[src/rtl/lcfb_pkg.sv]
// Shared types, frame constants and the CRC-16 update function for the frame builder.
package lcfb_pkg;

	localparam int unsigned FrameLen = 13;
	localparam int unsigned IdxW     = $clog2(FrameLen);

	localparam logic [7:0] FLAG_BYTE  = 8'h7E;
	localparam logic [7:0] CTRL_BYTE  = 8'h01;
	localparam logic [7:0] ZERO_BYTE  = 8'h00;
	localparam logic [7:0] LEN_BYTE   = 8'h02;
	localparam logic [3:0] NIB_MASK   = 4'h0f;
	localparam logic [15:0] CRC_POLY  = 16'h1021;
	localparam logic [15:0] CRC_INIT  = 16'h0000;

	// Byte positions within the frame.
	localparam logic [IdxW-1:0] POS_OPEN    = IdxW'(0);
	localparam logic [IdxW-1:0] POS_ADDR    = IdxW'(1);
	localparam logic [IdxW-1:0] POS_CTRL    = IdxW'(2);
	localparam logic [IdxW-1:0] POS_PAD0    = IdxW'(3);
	localparam logic [IdxW-1:0] POS_PAD1    = IdxW'(4);
	localparam logic [IdxW-1:0] POS_PAD2    = IdxW'(5);
	localparam logic [IdxW-1:0] POS_LEN     = IdxW'(6);
	localparam logic [IdxW-1:0] POS_CMD_HI  = IdxW'(7);
	localparam logic [IdxW-1:0] POS_CMD_LO  = IdxW'(8);
	localparam logic [IdxW-1:0] POS_CRC_HI  = IdxW'(9);
	localparam logic [IdxW-1:0] POS_CRC_LO  = IdxW'(10);
	localparam logic [IdxW-1:0] POS_CLOSE0  = IdxW'(11);
	localparam logic [IdxW-1:0] POS_CLOSE1  = IdxW'(12);

	typedef struct packed {
		logic [7:0]  device_addr;
		logic [15:0] command;
	} item_t;

	// Handshake between the input register and the serializer.
	typedef struct packed {
		logic  valid;
		item_t item;
	} in_stage_t;

	// Nibble table: entry n is the remainder of n placed in the top nibble.
	function automatic logic [15:0] crc_nib_tab(input logic [3:0] n);
		logic [15:0] v;
		v = {n, 12'h000};
		for (int k = 0; k < 4; k++) begin
			if (v[15]) begin
				v = {v[14:0], 1'b0} ^ CRC_POLY;
			end else begin
				v = {v[14:0], 1'b0};
			end
		end
		return v;
	endfunction

	// One byte of CRC-16/XMODEM, high nibble first.
	function automatic logic [15:0] crc_byte(input logic [15:0] crc, input logic [7:0] b);
		logic [15:0] c;
		c = {crc[11:0], 4'h0} ^ crc_nib_tab(crc[15:12] ^ b[7:4]);
		c = {c[11:0], 4'h0} ^ crc_nib_tab(c[15:12] ^ (b[3:0] & NIB_MASK));
		return c;
	endfunction

endpackage

[src/rtl/lcfb_in_reg.sv]
// Input holding register that takes the next command while a frame is being sent.
module lcfb_in_reg
	import lcfb_pkg::*;
(
	input  logic        clk,
	input  logic        arst_n,
	input  logic        in_valid,
	output logic        in_ready,
	input  item_t       in_item,
	input  logic        take,
	output in_stage_t   stage
);

	logic  valid_s1;
	item_t item_s1;

	assign in_ready = !valid_s1 || take;

	always_ff @(posedge clk or negedge arst_n) begin
		if (!arst_n) begin
			valid_s1 <= 1'b0;
		end else if (in_ready) begin
			valid_s1 <= in_valid;
		end
	end

	always_ff @(posedge clk) begin
		if (in_ready && in_valid) begin
			item_s1 <= in_item;
		end
	end

	assign stage.valid = valid_s1;
	assign stage.item  = item_s1;

endmodule

[src/rtl/lcfb_serializer.sv]
// Frame serializer with a running CRC and the output register.
module lcfb_serializer
	import lcfb_pkg::*;
(
	input  logic        clk,
	input  logic        arst_n,
	input  in_stage_t   stage,
	output logic        take,
	output logic        out_valid,
	input  logic        out_ready,
	output logic [7:0]  frame_byte,
	output logic        last
);

	logic            active_q;
	logic [IdxW-1:0] idx_q;
	item_t           item_q;
	logic [15:0]     crc_q;
	logic            out_valid_q;
	logic [7:0]      byte_q;
	logic            last_q;

	logic            adv;
	logic [7:0]      cur_byte;
	logic            in_crc;

	assign adv  = !out_valid_q || out_ready;
	assign take = adv && !active_q && stage.valid;

	always_comb begin
		case (idx_q)
			POS_OPEN:   cur_byte = FLAG_BYTE;
			POS_ADDR:   cur_byte = item_q.device_addr;
			POS_CTRL:   cur_byte = CTRL_BYTE;
			POS_PAD0:   cur_byte = ZERO_BYTE;
			POS_PAD1:   cur_byte = ZERO_BYTE;
			POS_PAD2:   cur_byte = ZERO_BYTE;
			POS_LEN:    cur_byte = LEN_BYTE;
			POS_CMD_HI: cur_byte = item_q.command[15:8];
			POS_CMD_LO: cur_byte = item_q.command[7:0];
			POS_CRC_HI: cur_byte = crc_q[15:8];
			POS_CRC_LO: cur_byte = crc_q[7:0];
			POS_CLOSE0: cur_byte = FLAG_BYTE;
			POS_CLOSE1: cur_byte = FLAG_BYTE;
			default:    cur_byte = FLAG_BYTE;
		endcase
	end

	// The check covers the address through the command low byte.
	assign in_crc = (idx_q >= POS_ADDR) && (idx_q <= POS_CMD_LO);

	always_ff @(posedge clk or negedge arst_n) begin
		if (!arst_n) begin
			active_q    <= 1'b0;
			idx_q       <= POS_OPEN;
			out_valid_q <= 1'b0;
		end else if (adv) begin
			if (active_q) begin
				out_valid_q <= 1'b1;
				if (idx_q == POS_CLOSE1) begin
					active_q <= 1'b0;
					idx_q    <= POS_OPEN;
				end else begin
					idx_q <= idx_q + IdxW'(1);
				end
			end else if (stage.valid) begin
				out_valid_q <= 1'b1;
				active_q    <= 1'b1;
				idx_q       <= POS_ADDR;
			end else begin
				out_valid_q <= 1'b0;
			end
		end
	end

	always_ff @(posedge clk) begin
		if (adv) begin
			if (active_q) begin
				byte_q <= cur_byte;
				last_q <= (idx_q == POS_CLOSE1);
				if (in_crc) begin
					crc_q <= crc_byte(crc_q, cur_byte);
				end
			end else if (stage.valid) begin
				byte_q <= FLAG_BYTE;
				last_q <= 1'b0;
				item_q <= stage.item;
				crc_q  <= CRC_INIT;
			end
		end
	end

	assign out_valid  = out_valid_q;
	assign frame_byte = byte_q;
	assign last       = last_q;

endmodule

[src/rtl/lock_command_frame_builder.sv]
// Top level of the lock command frame builder.
// Usage: the input channel (in_valid/in_ready) carries one command, made of
// device_addr and command. For each command transfer the block sends a
// 13-byte frame on the output channel (out_valid/out_ready) as frame_byte,
// one byte per transfer, with last high on the thirteenth byte. The frame is
// the opening flag, address, fixed header bytes, the command high byte first,
// the CRC-16/XMODEM over the address through the command low byte, and two
// closing flags.
// When the block is idle, an input transfer loads the input register, and the
// opening flag is then loaded into the output register. Frames go out through
// the single byte-wide output register; when the receiver does not stall, they
// follow each other with no gap, because the input register holds the next
// command while the current frame is still being sent. The CRC is accumulated
// one byte per cycle while the output is not stalled, as the payload bytes go
// out, so the check bytes are ready in time for their slots.
// Reset clears the valid flags and the frame position; no clearing pass is
// needed. When the receiver stalls, the output byte is held and the frame
// pauses; the input side then stops accepting once its register is full.
module lock_command_frame_builder
	import lcfb_pkg::*;
(
	input  logic        clk,
	input  logic        arst_n,
	input  logic        in_valid,
	output logic        in_ready,
	input  logic [7:0]  device_addr,
	input  logic [15:0] command,
	output logic        out_valid,
	input  logic        out_ready,
	output logic [7:0]  frame_byte,
	output logic        last
);

	item_t     in_item;
	in_stage_t stage;
	logic      take;

	assign in_item.device_addr = device_addr;
	assign in_item.command     = command;

	// Holds the next command so it can be taken while a frame is in flight.
	lcfb_in_reg u_in_reg (
		.clk      (clk),
		.arst_n   (arst_n),
		.in_valid (in_valid),
		.in_ready (in_ready),
		.in_item  (in_item),
		.take     (take),
		.stage    (stage)
	);

	// Steps through the frame positions and drives the output register.
	lcfb_serializer u_serializer (
		.clk        (clk),
		.arst_n     (arst_n),
		.stage      (stage),
		.take       (take),
		.out_valid  (out_valid),
		.out_ready  (out_ready),
		.frame_byte (frame_byte),
		.last       (last)
	);

endmodule

[config.mk]
export PLATFORM = sky130hd
export DESIGN_NAME = lock_command_frame_builder
export DESIGN_NICKNAME = d
export VERILOG_FILES = /design/src/rtl/lcfb_pkg.sv /design/src/rtl/lcfb_in_reg.sv /design/src/rtl/lcfb_serializer.sv /design/src/rtl/lock_command_frame_builder.sv
export SDC_FILE = /design/constraint.sdc
export NUM_CORES = 1
export LEC_CHECK = 0
export BUFFER_PORTS_ARGS = -buffer_cell sky130_fd_sc_hd__buf_4
export CORE_MARGIN = 2
export CORE_UTILIZATION = 60
export DETAILED_ROUTE_END_ITERATION = 10
export GPL_TIMING_DRIVEN = 0
export HOLD_SLACK_MARGIN = 0.15
export PLACE_DENSITY = 0.89
export REMOVE_ABC_BUFFERS = 1
export SYNTH_ARGS = -nofsm -noshare
export SYNTH_HDL_FRONTEND = slang
export SYNTH_SLANG_ARGS = --single-unit
export TNS_END_PERCENT = 5
[constraint.sdc]
create_clock -name clk -period 4.2 [get_ports clk]
set_clock_uncertainty 0.15 [all_clocks]
set_input_delay 1.05 -clock clk [delete_from_list [all_inputs] [get_ports clk]]
set_output_delay 1.05 -clock clk [all_outputs]
set_load 0.01 [all_outputs]
==> run_results.csv, run 1 <==
group,metric,value,unit
outcome,status,"completed",
timing,finalCriticalPeriod,3.278,ns
placed_design,gp_congestion,0.8880,
timing,finalSetupViolations,0,
detailed_routing,drc,0,
timing,hold_viol,0,
detailed_routing,first_pass_iters,5,
synth,synth_top_area_cell,"edfxtp_1",
clock_tree,cts_tree,"done",
die,design.core.area,5574,µm²
placed_design,placed_cells,347,
detailed_routing,totalWireLength,5755,µm
synth,synth_common_cells,"edfxtp_1, nand2_1, nand3_1, nor2_1, o21ai_0",
timing,setup_tns,0,ns
clock_tree,postCtsSetupBuffers,0,
timing,fmax,305.1,MHz
global_routing,grt_overflow,0,
setup_path,critPathLaunch,"u_serializer.idx_q[1]",
detailed_routing,ant_nets,0,
setup_path,r2r_cells,8,
power,p_switching,1340,µW
die,die_area,6435,µm²
detailed_routing,wire_per_inst,15.85,µm
cells_and_area,area_delta_synth_final,17.05,%
power,max-vdd-ir-drop,0.5045,mV
setup_path,cp_max_fo,19,
synth,ys_top_cells_by_area,"edfxtp_1, dfrtp_1, mux2i_1",
cells_and_area,nets,318,
job,drv_cap,0,
setup_path,cp_cell_sequence,"inv_1 -> ha_1 -> nor3_1 -> o21ai_1 -> nand4_1 -> xor2_2 -> xor3_1 -> mux2i_1",
synth,netlist_area,3486,µm²
setup_path,worstPathArrival,3.22,ns
die,initial_utilization,0.6254,
global_routing,grt_pass1_wl,8997,µm
synth,synth-seq-cells,80,
clock_tree,cts-hold-fix-buffers,0,
die,top_level_ports,39,
worst_hold_path,hp-class,"flip-flop to flip-flop",
clock_tree,clk_root_buffer_cell,"clkbuf_8",
cells_and_area,drive_gt1_frac,0.2027,
clock_tree,cts_buffers,9,
synth,synth_cells,249,
synth,synth_top_area_share,0.6289,
clock_tree,clockBufferDepth,2,
detailed_routing,first_iter_violations,218,
setup_path,cp-start-kind,"flip-flop",
clock_tree,clkSinkCount,80,
cells_and_area,post-route-util,0.7320,
setup_path,end_kind,"flip-flop",
setup_path,worstSetupPathType,"flip-flop to flip-flop",
timing,relSlewSlack,0.3506,
worst_hold_path,min_from,"u_in_reg.stage[19]",
synth,ys_seq_area_frac,0.6791,
worst_hold_path,hold_depth,0,
placed_design,dp.final_hpwl,3845,µm
setup_path,critPathRequiredTime,4.15,ns
clock_tree,cts_max_level,3,
clock_tree,path_clk_slew,0.08,ns
power,p_int,2466,µW
power,finalPower,3806,µW
timing,maxSlewViolCount,0,
die,die_w,80.22,µm
synth,synthArstFlopShare,0.08750,
synth,avgSynthCellArea,14.00,µm²
cells_and_area,fin_cells,363,
global_routing,antenna_found_initial,0,
synth,ys_warn_count,0,
power,powerDensity,932.7,nW/µm²
timing,fin_ws,0.9220,ns
setup_path,cpMaxStageDelayCell,"ha_1",
timing,tightest_slew,0.9741,ns
timing,fin_crit_sh,0.7805,
detailed_routing,vias,2098,
power,combPwrFrac,0.427,
setup_path,r2r_start,"u_serializer.idx_q[1]",
synth,yosysMostFrequentCell,"edfxtp_1",
power,switching_share,0.3521,
synth,synth_edf_count,73,
power,p_leak,0.001514,µW
global_routing,track_usage,0.1972,
synth,postSynth.topFlopCell,"edfxtp_1",
setup_path,slowest_delay,0.63,ns
cells_and_area,diodes,0,
detailed_routing,vias_per_cell,5.780,
clock_tree,cts-resized-gates,0,
global_routing,grt_max_degree,31,
power,clock_power_share,0.188,
clock_tree,clkLatencyLatePin,0.35,ns
die,die_height,80.22,µm
placed_design,port_buffers,38,
global_routing,grt_pass1_vias,1896,
timing,rsz0062_at_grt,"no",
placed_design,dp_slack,0.9992,ns
synth,synth_cell_types,41,
die,row_count,27,
power,seqPwrFrac,0.385,
-- power groups by stage --
stage | Clock [µW] | Combinational [µW] | Sequential [µW]
final | 716 | 1630 | 1460
after global routing | 758 | 1760 | 1490
after CTS | 724 | 1610 | 1460
after detailed placement | 0 | 1600 | 1470
after floorplan | 0 | 1220 | 1430
after global placement | 0 | 1540 | 1460
-- flip-flops by register name, summed over array words and instances (netlist names) --
signal	cells
u_in_reg.valid_s1	1
u_serializer.item_q	24
u_serializer.active_q	1
u_serializer.last	1
u_serializer.idx_q	4
u_serializer.out_valid	1
u_serializer.frame_byte	8
u_in_reg.stage	24
u_serializer.crc_q	16
-- cell type report --
| class | instances | area, µm² |
|---|---|---|
| clock buffers | 11 | 131.4 |
| clock inverters | 5 | 128.9 |
| fillers | 359 | 1494 |
| inverters | 4 | 15.01 |
| multi-input cells | 152 | 1047 |
| flip-flops and latches | 80 | 2367 |
| well taps | 72 | 90.09 |
| repair buffers | 39 | 300.3 |
-- worst max-delay path: cells and delay by family (launching register included) --
kind            cells  cell delay [ns]
mux                 1             0.16
buf+inv             1             0.11
flops               1             0.43
xor+xnor            2             0.76
simple gates        2             0.36
fa+ha+maj           1             0.63
compound gates      1             0.41
-- worst paths after layout --
path	endpoint	slack, ns
max	u_serializer.crc_q[13]	0.92
min	u_serializer.item_q[19]	0.26
max reg2reg	u_serializer.crc_q[13]	0.92
min reg2reg	u_serializer.item_q[19]	0.26
max in group asynchronous	u_serializer.idx_q[2]	3.43
min in group asynchronous	u_in_reg.valid_s1	0.34
-- metrics by stage --
step | hold slack (ns) | instance area, µm²
2_1_floorplan | 0.2503 | 3423
3_3_place_gp | 0.2515 | 3799
3_5_place_dp | 0.2545 | 3820
4_1_cts | 0.2711 | 4080
5_1_grt | 0.2753 | 4080
6_report | 0.2643 | 4080
-- cell families after synthesis --
family	Yosys count	share of synthesized area
simple gates	80	0.1253
flops	80	0.6791
compound gates	45	0.09081
buf+inv	17	0.02225
xor+xnor	13	0.03912
mux	10	0.02907
fa+ha+maj	4	0.01436
-- layout by cell type (no fill, tap or decap), types with 6 or more instances in the layout --
master / n
a21o_1: 6
a22o_1: 9
buf_4: 38
clkbuf_8: 9
dfrtp_1: 7
edfxtp_1: 73
mux2i_1: 9
nand2_1: 14
nand2b_1: 8
nand3_1: 14
nand3b_1: 7
nor2_1: 9
o21ai_0: 10
xnor2_1: 6
-- per-layer routing --
metal / share of wire / track usage / vias to the layer above
li1: - / - / 1011
met1: 0.42 / 0.2496 / 981
met2: 0.49 / 0.3108 / 95
met3: 0.068 / 0.05618 / 11
met4: 0.026 / 0.1017 / 0
met5: 0 / 0 / -
Power figures use the tool's default switching activity.
==> run 2: changes to the inputs <==
--- a/config.mk
+++ b/config.mk
@@ -5,13 +5,14 @@
 export SDC_FILE = /design/constraint.sdc
 export NUM_CORES = 1
 export LEC_CHECK = 0
+export ABC_AREA = 1
 export BUFFER_PORTS_ARGS = -buffer_cell sky130_fd_sc_hd__buf_4
 export CORE_MARGIN = 2
-export CORE_UTILIZATION = 60
+export CORE_UTILIZATION = 58
 export DETAILED_ROUTE_END_ITERATION = 10
 export GPL_TIMING_DRIVEN = 0
 export HOLD_SLACK_MARGIN = 0.15
-export PLACE_DENSITY = 0.89
+export PLACE_DENSITY = 0.87
 export REMOVE_ABC_BUFFERS = 1
 export SYNTH_ARGS = -nofsm -noshare
 export SYNTH_HDL_FRONTEND = slang
==> constraint.sdc (replaced) <==
create_clock -name clk -period 3.44 [get_ports clk]
set_clock_uncertainty 0.15 [all_clocks]
set_input_delay 0.86 -clock clk [delete_from_list [all_inputs] [get_ports clk]]
set_output_delay 0.86 -clock clk [all_outputs]
set_load 0.01 [all_outputs]
==> run 2 against run 1 <==
  * Die area rose by 10%
  * Core utilization fell by 5.5 points
  * Critical path depth fell by 4
  * Via count rose by 27%
  * Final cell count rose by 29%
  * Final area rose by 4.2%
  * Worst hold slack improved by 0.0067 ns
  * First-iteration DRC count rose by 28%
  * Largest power group unchanged
==> run_results.csv, run 2 <==
group,metric,value,unit
outcome,status,"completed",
power,switching_share,0.4444,
timing,timing.hold.ws,0.2710,ns
detailed_routing,vias_per_cell,5.693,
die,top_level_ports,39,
synth,synth_top_area_cell,"edfxtp_1",
power,p_int,2350,µW
timing,tightest_slew,0.9525,ns
synth,synth_top_area_share,0.5871,
placed_design,gp_congestion,0.8575,
timing,relSlewSlack,0.3650,
global_routing,busiest_layer,"met2",
timing,finalSetupViolations,0,
cells_and_area,design_area,4252,µm²
cells_and_area,final_cell_mix,"nand2_1, edfxtp_1, nand3_1",
setup_path,cp_common_cell,"nand2_1",
timing,fin_ws,0.3563,ns
global_routing,track_usage,0.2078,
power,seqPwrFrac,0.389,
synth,postSynth.topFlopCell,"edfxtp_1",
clock_tree,clk_root_buffer_cell,"clkbuf_8",
global_routing,grt_max_degree,24,
cells_and_area,nets,419,
setup_path,cp_cell_sequence,"inv_1 -> nand2_1 -> nand2_1 -> buf_4",
job,drv_cap,0,
synth,synth_top_family_by_area,"simple AND/OR/NAND/NOR gates",
setup_path,slowest_delay,0.85,ns
synth,yosysMostFrequentCell,"nand2_1",
detailed_routing,wire_per_inst,15.11,µm
die,die_height,84.23,µm
setup_path,crit_family,"flip-flops",
timing,finalCriticalPeriod,3.084,ns
power,p_switching,1880,µW
global_routing,grt_pass1_vias,2475,
cells_and_area,diodes,0,
setup_path,cpMaxStageDelayCell,"dfrtp_1",
synth,synth_cell_types,31,
setup_path,critPathRequiredTime,2.43,ns
die,design.core.area,6277,µm²
setup_path,worstSetupPathType,"flip-flop to output pin",
cells_and_area,final_common_cell,"nand2_1",
setup_path,cp-start-kind,"flip-flop",
placed_design,dp.final_hpwl,4905,µm
detailed_routing,first_pass_iters,4,
synth,synth-seq-cells,80,
clock_tree,cts_buffers,9,
detailed_routing,totalWireLength,7085,µm
clock_tree,cts_max_level,3,
synth,synth_edf_count,73,
setup_path,end_kind,"output pin",
global_routing,grtUsageMet3,0.04326,
timing,maxSlewViolCount,0,
synth,avgSynthCellArea,10.76,µm²
synth,netlist_area,3734,µm²
synth,synth_compound_gate_area_share,0.03686,
clock_tree,clkLatencyLatePin,0.36,ns
die,initial_utilization,0.5948,
synth,synth_cells,347,
placed_design,placed_cells,452,
clock_tree,path_clk_slew,0.09,ns
global_routing,use_met2,0.3463,
setup_path,cp_max_fo,23,
detailed_routing,vias,2670,
setup_path,cp_num_buf_inv,2,
timing,setup_tns,0,ns
global_routing,antenna_found_initial,0,
global_routing,met1_usage,0.2671,
clock_tree,clockBufferDepth,2,
synth,synth_xor_area_frac,0.002346,
timing,fmax,324.3,MHz
power,powerDensity,995.1,nW/µm²
clock_tree,postCtsSetupBuffers,0,
placed_design,port_buffers,38,
worst_hold_path,hp-class,"flip-flop to flip-flop",
synth,synthAdderAreaFrac,0.01340,
cells_and_area,fillerInstances,479,
synth,synthArstFlopShare,0.08750,
timing,rsz0062_at_grt,"no",
power,combPwrFrac,0.463,
synth,synth_mux_area_frac,0,
clock_tree,cts_tree,"done",
power,p_leak,0.001780,µW
synth,ys_seq_area_frac,0.6340,
power,clock_power_share,0.147,
detailed_routing,first_iter_violations,278,
timing,hold_viol,0,
cells_and_area,drive_gt1_frac,0.2474,
die,row_count,29,
power,max-vdd-ir-drop,0.4916,mV
placed_design,dp_slack,0.3403,ns
synth,synthSimpleGateAreaFrac,0.2594,
die,die_w,84.23,µm
cells_and_area,fin_cells,469,
global_routing,grt_pass1_wl,11430,µm
timing,fin_crit_sh,0.8964,
detailed_routing,ant_nets,0,
synth,synth_common_cells,"nand2_1, edfxtp_1, nand3_1, nor2_1, inv_1",
cells_and_area,area_delta_synth_final,13.87,%
clock_tree,clkSinkCount,80,
setup_path,worstPathArrival,2.07,ns
die,die_area,7095,µm²
placed_design,post_dp_cell_area,4063,µm²
synth,ys_top_cells_by_area,"edfxtp_1, nand2_1, nand3_1",
synth,ys_warn_count,0,
detailed_routing,drc,0,
global_routing,grt_overflow,0,
run 2: cell types whose count changed after synthesis, moves of 6 or more:
cell / previous run / this run
a21o_1: 6 / 0
nand3_2: 0 / 6
a22o_1: 9 / 0
xnor2_1: 6 / 0
nand2b_1: 8 / 0
inv_1: 3 / 23
nand3_1: 14 / 41
nand2_2: 0 / 17
nand2_1: 14 / 76
nor2_1: 10 / 32
mux2i_1: 9 / 0
run 2: final timing paths:
path | start | end | slack (ns) | cells after the start
setup / recovery | u_serializer.active_q | in_ready | 0.36 | 4
hold / removal | u_in_reg.stage[12] | u_serializer.item_q[12] | 0.27 | 0
setup reg to reg | u_serializer.idx_q[1] | u_serializer.crc_q[14] | 0.45 | 13
hold reg to reg | u_in_reg.stage[12] | u_serializer.item_q[12] | 0.27 | 0
max in group asynchronous | arst_n | u_serializer.active_q | 2.31 | 2
min in group asynchronous | arst_n | u_in_reg.valid_s1 | 0.72 | 2
run 2: timing repair:
item | in CTS | in global routing
hold buffers | 1 | 0
gates resized for setup | 0 | 0
hold endpoints to repair | 7 | 0
run 2: power by group through the flow:
| stage | sequential [µW] | combinational (µW) | clock (µW) |
|---|---|---|---|
| detailed placement | 1660 | 1910 | 0 |
| global placement | 1650 | 1800 | 0 |
| floorplan | 1630 | 1430 | 0 |
| global route | 1670 | 2160 | 669 |
| CTS | 1640 | 1930 | 637 |
| finish | 1650 | 1960 | 624 |
run 2: cell type report:
type	count	area (µm²)	share of cell area
flip-flops and latches	80	2367	0.5568
multi-input cells	227	1171	0.2755
repair buffers	41	325.3	0.07652
clock buffers	9	123.9	0.02913
inverters	28	112.6	0.02649
well taps	77	96.34	0.02266
clock inverters	7	55.05	0.01295
run 2: cell families (layout without fill, tap and decap cells):
group	Yosys count	in the layout
buffers and inverters	40	85
AO/OA/AOI/OAI	25	25
XOR/XNOR	1	1
flip-flops	80	80
AND/OR/NAND/NOR	197	197
adder cells (fa/ha/maj)	4	4
run 2: worst reg2reg max path, stage by stage (launching register included):
cell,delay (ns)
dfrtp_1,0.42
inv_1,0.13
ha_1,0.62
nand3_2,0.24
nand2_1,0.14
nor2_2,0.05
nand2_2,0.32
nand2_1,0.15
nand2_1,0.11
nand2_2,0.10
nand2_2,0.10
nand2_1,0.08
nor2_1,0.09
nor2_1,0.06
run 2: metrics by stage:
stage                     utilization  power, µW
final                          0.6773       4231
after global routing           0.6773       4502
after CTS                      0.6773       4206
after detailed placement       0.6472       3572
after global placement         0.6414       3446
after floorplan                     -       3056
run 2: routing by layer:
metal,part of all wire,vias to the layer above
li1,-,1270
met4,0.014,0
met1,0.40,1258
met5,0,-
met3,0.072,13
met2,0.52,129
==> run 3: changes to the inputs <==
--- a/config.mk
+++ b/config.mk
@@ -14,7 +14,9 @@
 export HOLD_SLACK_MARGIN = 0.15
 export PLACE_DENSITY = 0.87
 export REMOVE_ABC_BUFFERS = 1
+export SLEW_MARGIN = 20
 export SYNTH_ARGS = -nofsm -noshare
 export SYNTH_HDL_FRONTEND = slang
+export SYNTH_HIERARCHICAL = 1
 export SYNTH_SLANG_ARGS = --single-unit
 export TNS_END_PERCENT = 5
==> run 3 against run 2 <==
  * Global-route usage decreased by 1.2 points
  * Combinational power decreased by 7%
  * First-iteration DRC count decreased by 0.36%
  * Critical path type is now flip-flop to flip-flop
  * Highest routed layer unchanged
==> run_results.csv, run 3 <==
group,metric,value,unit
timing,rsz0062_at_grt,"no",
die,initial_utilization,0.6090,
detailed_routing,ant_nets,0,
cells_and_area,final_cell_mix,"nand2_1, edfxtp_1, nand3_1",
global_routing,grt_pass1_vias,2410,
synth,ys_top_cells_by_area,"edfxtp_1, nand2_1, nand3_1",
placed_design,gp_congestion,0.8931,
synth,synth_compound_gate_area_share,0.03648,
synth,synth_cells,354,
setup_path,r2r_start,"u_serializer/active_q",
detailed_routing,vias,2605,
timing,relSlewSlack,0.4544,
die,row_count,28,
timing,finalSetupViolations,0,
global_routing,track_usage,0.1953,
cells_and_area,area_delta_synth_final,15.27,%
detailed_routing,drc,0,
synth,synth_top_area_cell,"edfxtp_1",
power,switching_share,0.4211,
timing,hold_viol,0,
clock_tree,clkSinkCount,80,
setup_path,slowest_delay,0.88,ns
synth,synth_top_area_share,0.5973,
die,die_w,83.55,µm
clock_tree,cts_tree,"done",
synth,yosysMostFrequentCell,"nand2_1",
outcome,status,"completed",
die,design.core.area,6026,µm²
synth,synth_xor_area_frac,0.002387,
cells_and_area,drive_gt1_frac,0.2164,
setup_path,worstSetupPathType,"flip-flop to flip-flop",
synth,synth_edf_count,73,
synth,avgSynthCellArea,10.37,µm²
detailed_routing,vias_per_cell,5.461,
detailed_routing,first_pass_iters,5,
cells_and_area,final_common_cell,"nand2_1",
synth,postSynth.topFlopCell,"edfxtp_1",
setup_path,r2r_slack,0.31,ns
detailed_routing,wire_per_inst,13.43,µm
clock_tree,cts_max_level,3,
synth,synth_mux_area_frac,0,
synth,synth_common_cells,"nand2_1, edfxtp_1, nand3_1, nor2_1, inv_1",
global_routing,grt_pass1_wl,10630,µm
timing,tightest_slew,0.8184,ns
die,die_area,6980,µm²
global_routing,grt_overflow,0,
power,p_switching,1736,µW
setup_path,crit_family,"buffers and inverters",
timing,maxSlewViolCount,0,
synth,netlist_area,3670,µm²
cells_and_area,diodes,0,
timing,fin_crit_sh,0.9105,
setup_path,cp-start-kind,"flip-flop",
job,drv_cap,0,
synth,synthAdderAreaFrac,0.01364,
setup_path,r2r_cells,4,
setup_path,end_kind,"flip-flop",
worst_hold_path,hp-class,"flip-flop to flip-flop",
clock_tree,clkLatencyLatePin,0.35,ns
setup_path,cp_cell_sequence,"inv_1 -> a21oi_4 -> o41ai_1 -> inv_1",
synth,ys_seq_area_frac,0.6451,
detailed_routing,totalWireLength,6408,µm
setup_path,cp_common_cell,"inv_1",
power,p_int,2387,µW
power,powerDensity,974.8,nW/µm²
setup_path,cpMaxStageDelayCell,"dfrtp_1",
worst_hold_path,hold_depth,0,
setup_path,reg2reg_to,"u_serializer/crc_q[13]",
clock_tree,postCtsSetupBuffers,0,
cells_and_area,post-route-util,0.7020,
placed_design,port_buffers,38,
cells_and_area,nets,429,
global_routing,grt_max_degree,24,
synth,synth_top_family_by_area,"simple AND/OR/NAND/NOR gates",
worst_hold_path,min_from,"u_in_reg/stage[12]",
setup_path,critPathRequiredTime,3.28,ns
setup_path,worstPathArrival,2.97,ns
detailed_routing,first_iter_violations,277,
placed_design,post_dp_cell_area,4013,µm²
synth,synthSimpleGateAreaFrac,0.2482,
synth,synthArstFlopShare,0.08750,
setup_path,cp_num_buf_inv,2,
die,top_level_ports,39,
power,combPwrFrac,0.443,
placed_design,dp.final_hpwl,4429,µm
clock_tree,path_clk_slew,0.08,ns
synth,ys_warn_count,6,
clock_tree,cts_buffers,9,
power,seqPwrFrac,0.390,
cells_and_area,design_area,4230,µm²
clock_tree,clockBufferDepth,2,
synth,synth-seq-cells,80,
die,die_height,83.55,µm
power,clock_power_share,0.167,
worst_hold_path,hold_end,"u_serializer/item_q[12]",
setup_path,cp_max_fo,23,
clock_tree,clk_root_buffer_cell,"clkbuf_8",
power,max-vdd-ir-drop,0.5512,mV
timing,fmax,319.3,MHz
timing,finalCriticalPeriod,3.132,ns
global_routing,antenna_found_initial,0,
power,p_leak,0.001819,µW
synth,synth_cell_types,27,
[run 3: cell types whose count changed after synthesis, moves of 2 or more]
cell / previous run / this run
nand3_2: 6 / 1
inv_2: 3 / 5
nand2_2: 17 / 14
inv_1: 23 / 28
o21ai_0: 12 / 7
nor2_4: 3 / 0
a21oi_1: 9 / 14
buf_2: 5 / 3
nand4_1: 10 / 7
nor2_2: 5 / 7
nor2_1: 32 / 29
nand2_1: 76 / 94
nor3_1: 2 / 4
[run 3: repair_timing]
action                                  CTS  global route
endpoints found under the hold margin     7             0
hold buffers                              1             0
endpoints found under the setup margin    0            16
gates resized for setup                   0             1
[run 3: kinds of logic after synthesis]
family	count (synthesis)
AND/OR/NAND/NOR	201
flip-flops	80
buffers and inverters	43
AO/OA/AOI/OAI	25
adder cells (fa/ha/maj)	4
XOR/XNOR	1
[run 3: layout make-up]
class / instances / area (µm²)
sequential: 80 / 2367
fill: 424 / 1795
multi-input combinational: 231 / 1124
timing repair buffer: 42 / 321.6
clock buffer: 10 / 127.6
inverter: 33 / 123.9
tap: 75 / 93.84
clock inverter: 6 / 72.57
[run 3: layer usage]
layer  GRT usage  wire length (µm)  up-vias
met4     0.09384               158        0
met1      0.2508              2621     1158
met3     0.04946               501       18
li1            -                 -     1287
met5           0                 0        -
met2      0.3123              3127      142
[run 3: power by group through the flow]
| stage | sequential, µW | clock, µW | combinational, µW |
|---|---|---|---|
| after floorplan | 1600 | 0 | 1340 |
| after global placement | 1620 | 0 | 1710 |
| after detailed placement | 1630 | 0 | 1790 |
| after CTS | 1600 | 703 | 1790 |
| after global routing | 1640 | 737 | 2040 |
| final | 1610 | 688 | 1830 |
[run 3: worst reg2reg max path, delay by kind of cell (launching register included)]
kind | cells | cell delay, ns
buffers and inverters | 2 | 1.01
DFF | 1 | 0.88
AOI/OAI and AO/OA | 2 | 0.72
[run 3: per-stage QoR]
step           hold slack, ns  cells  setup TNS [ns]  setup WS, ns  power (µW)
5_1_grt                0.2655    477               0       0.05487        4412
4_1_cts                0.2671    477               0       0.05292        4101
3_5_place_dp           0.2545    460               0       0.06026        3412
2_1_floorplan          0.2503    344               0        0.2673        2946
3_3_place_gp           0.2533    457          -10.82       -0.3218        3326
6_report               0.2680    477               0        0.3078        4124
[run 3: worst max-delay path by stage]
stage / startpoint / end / slack [ns] / cells past startpoint
3_5_place_dp: u_serializer/active_q / u_serializer/crc_q[6] / 0.06 / 4
6_report: u_serializer/active_q / u_serializer/crc_q[13] / 0.31 / 4
4_1_cts: u_serializer/active_q / u_serializer/crc_q[4] / 0.05 / 4
5_1_grt: u_serializer/idx_q[3] / u_serializer/crc_q[6] / 0.05 / 13
2_1_floorplan: out_ready / u_serializer/item_q[0] / 0.27 / 2
3_3_place_gp: u_serializer/active_q / u_serializer/crc_q[6] / -0.32 / 4
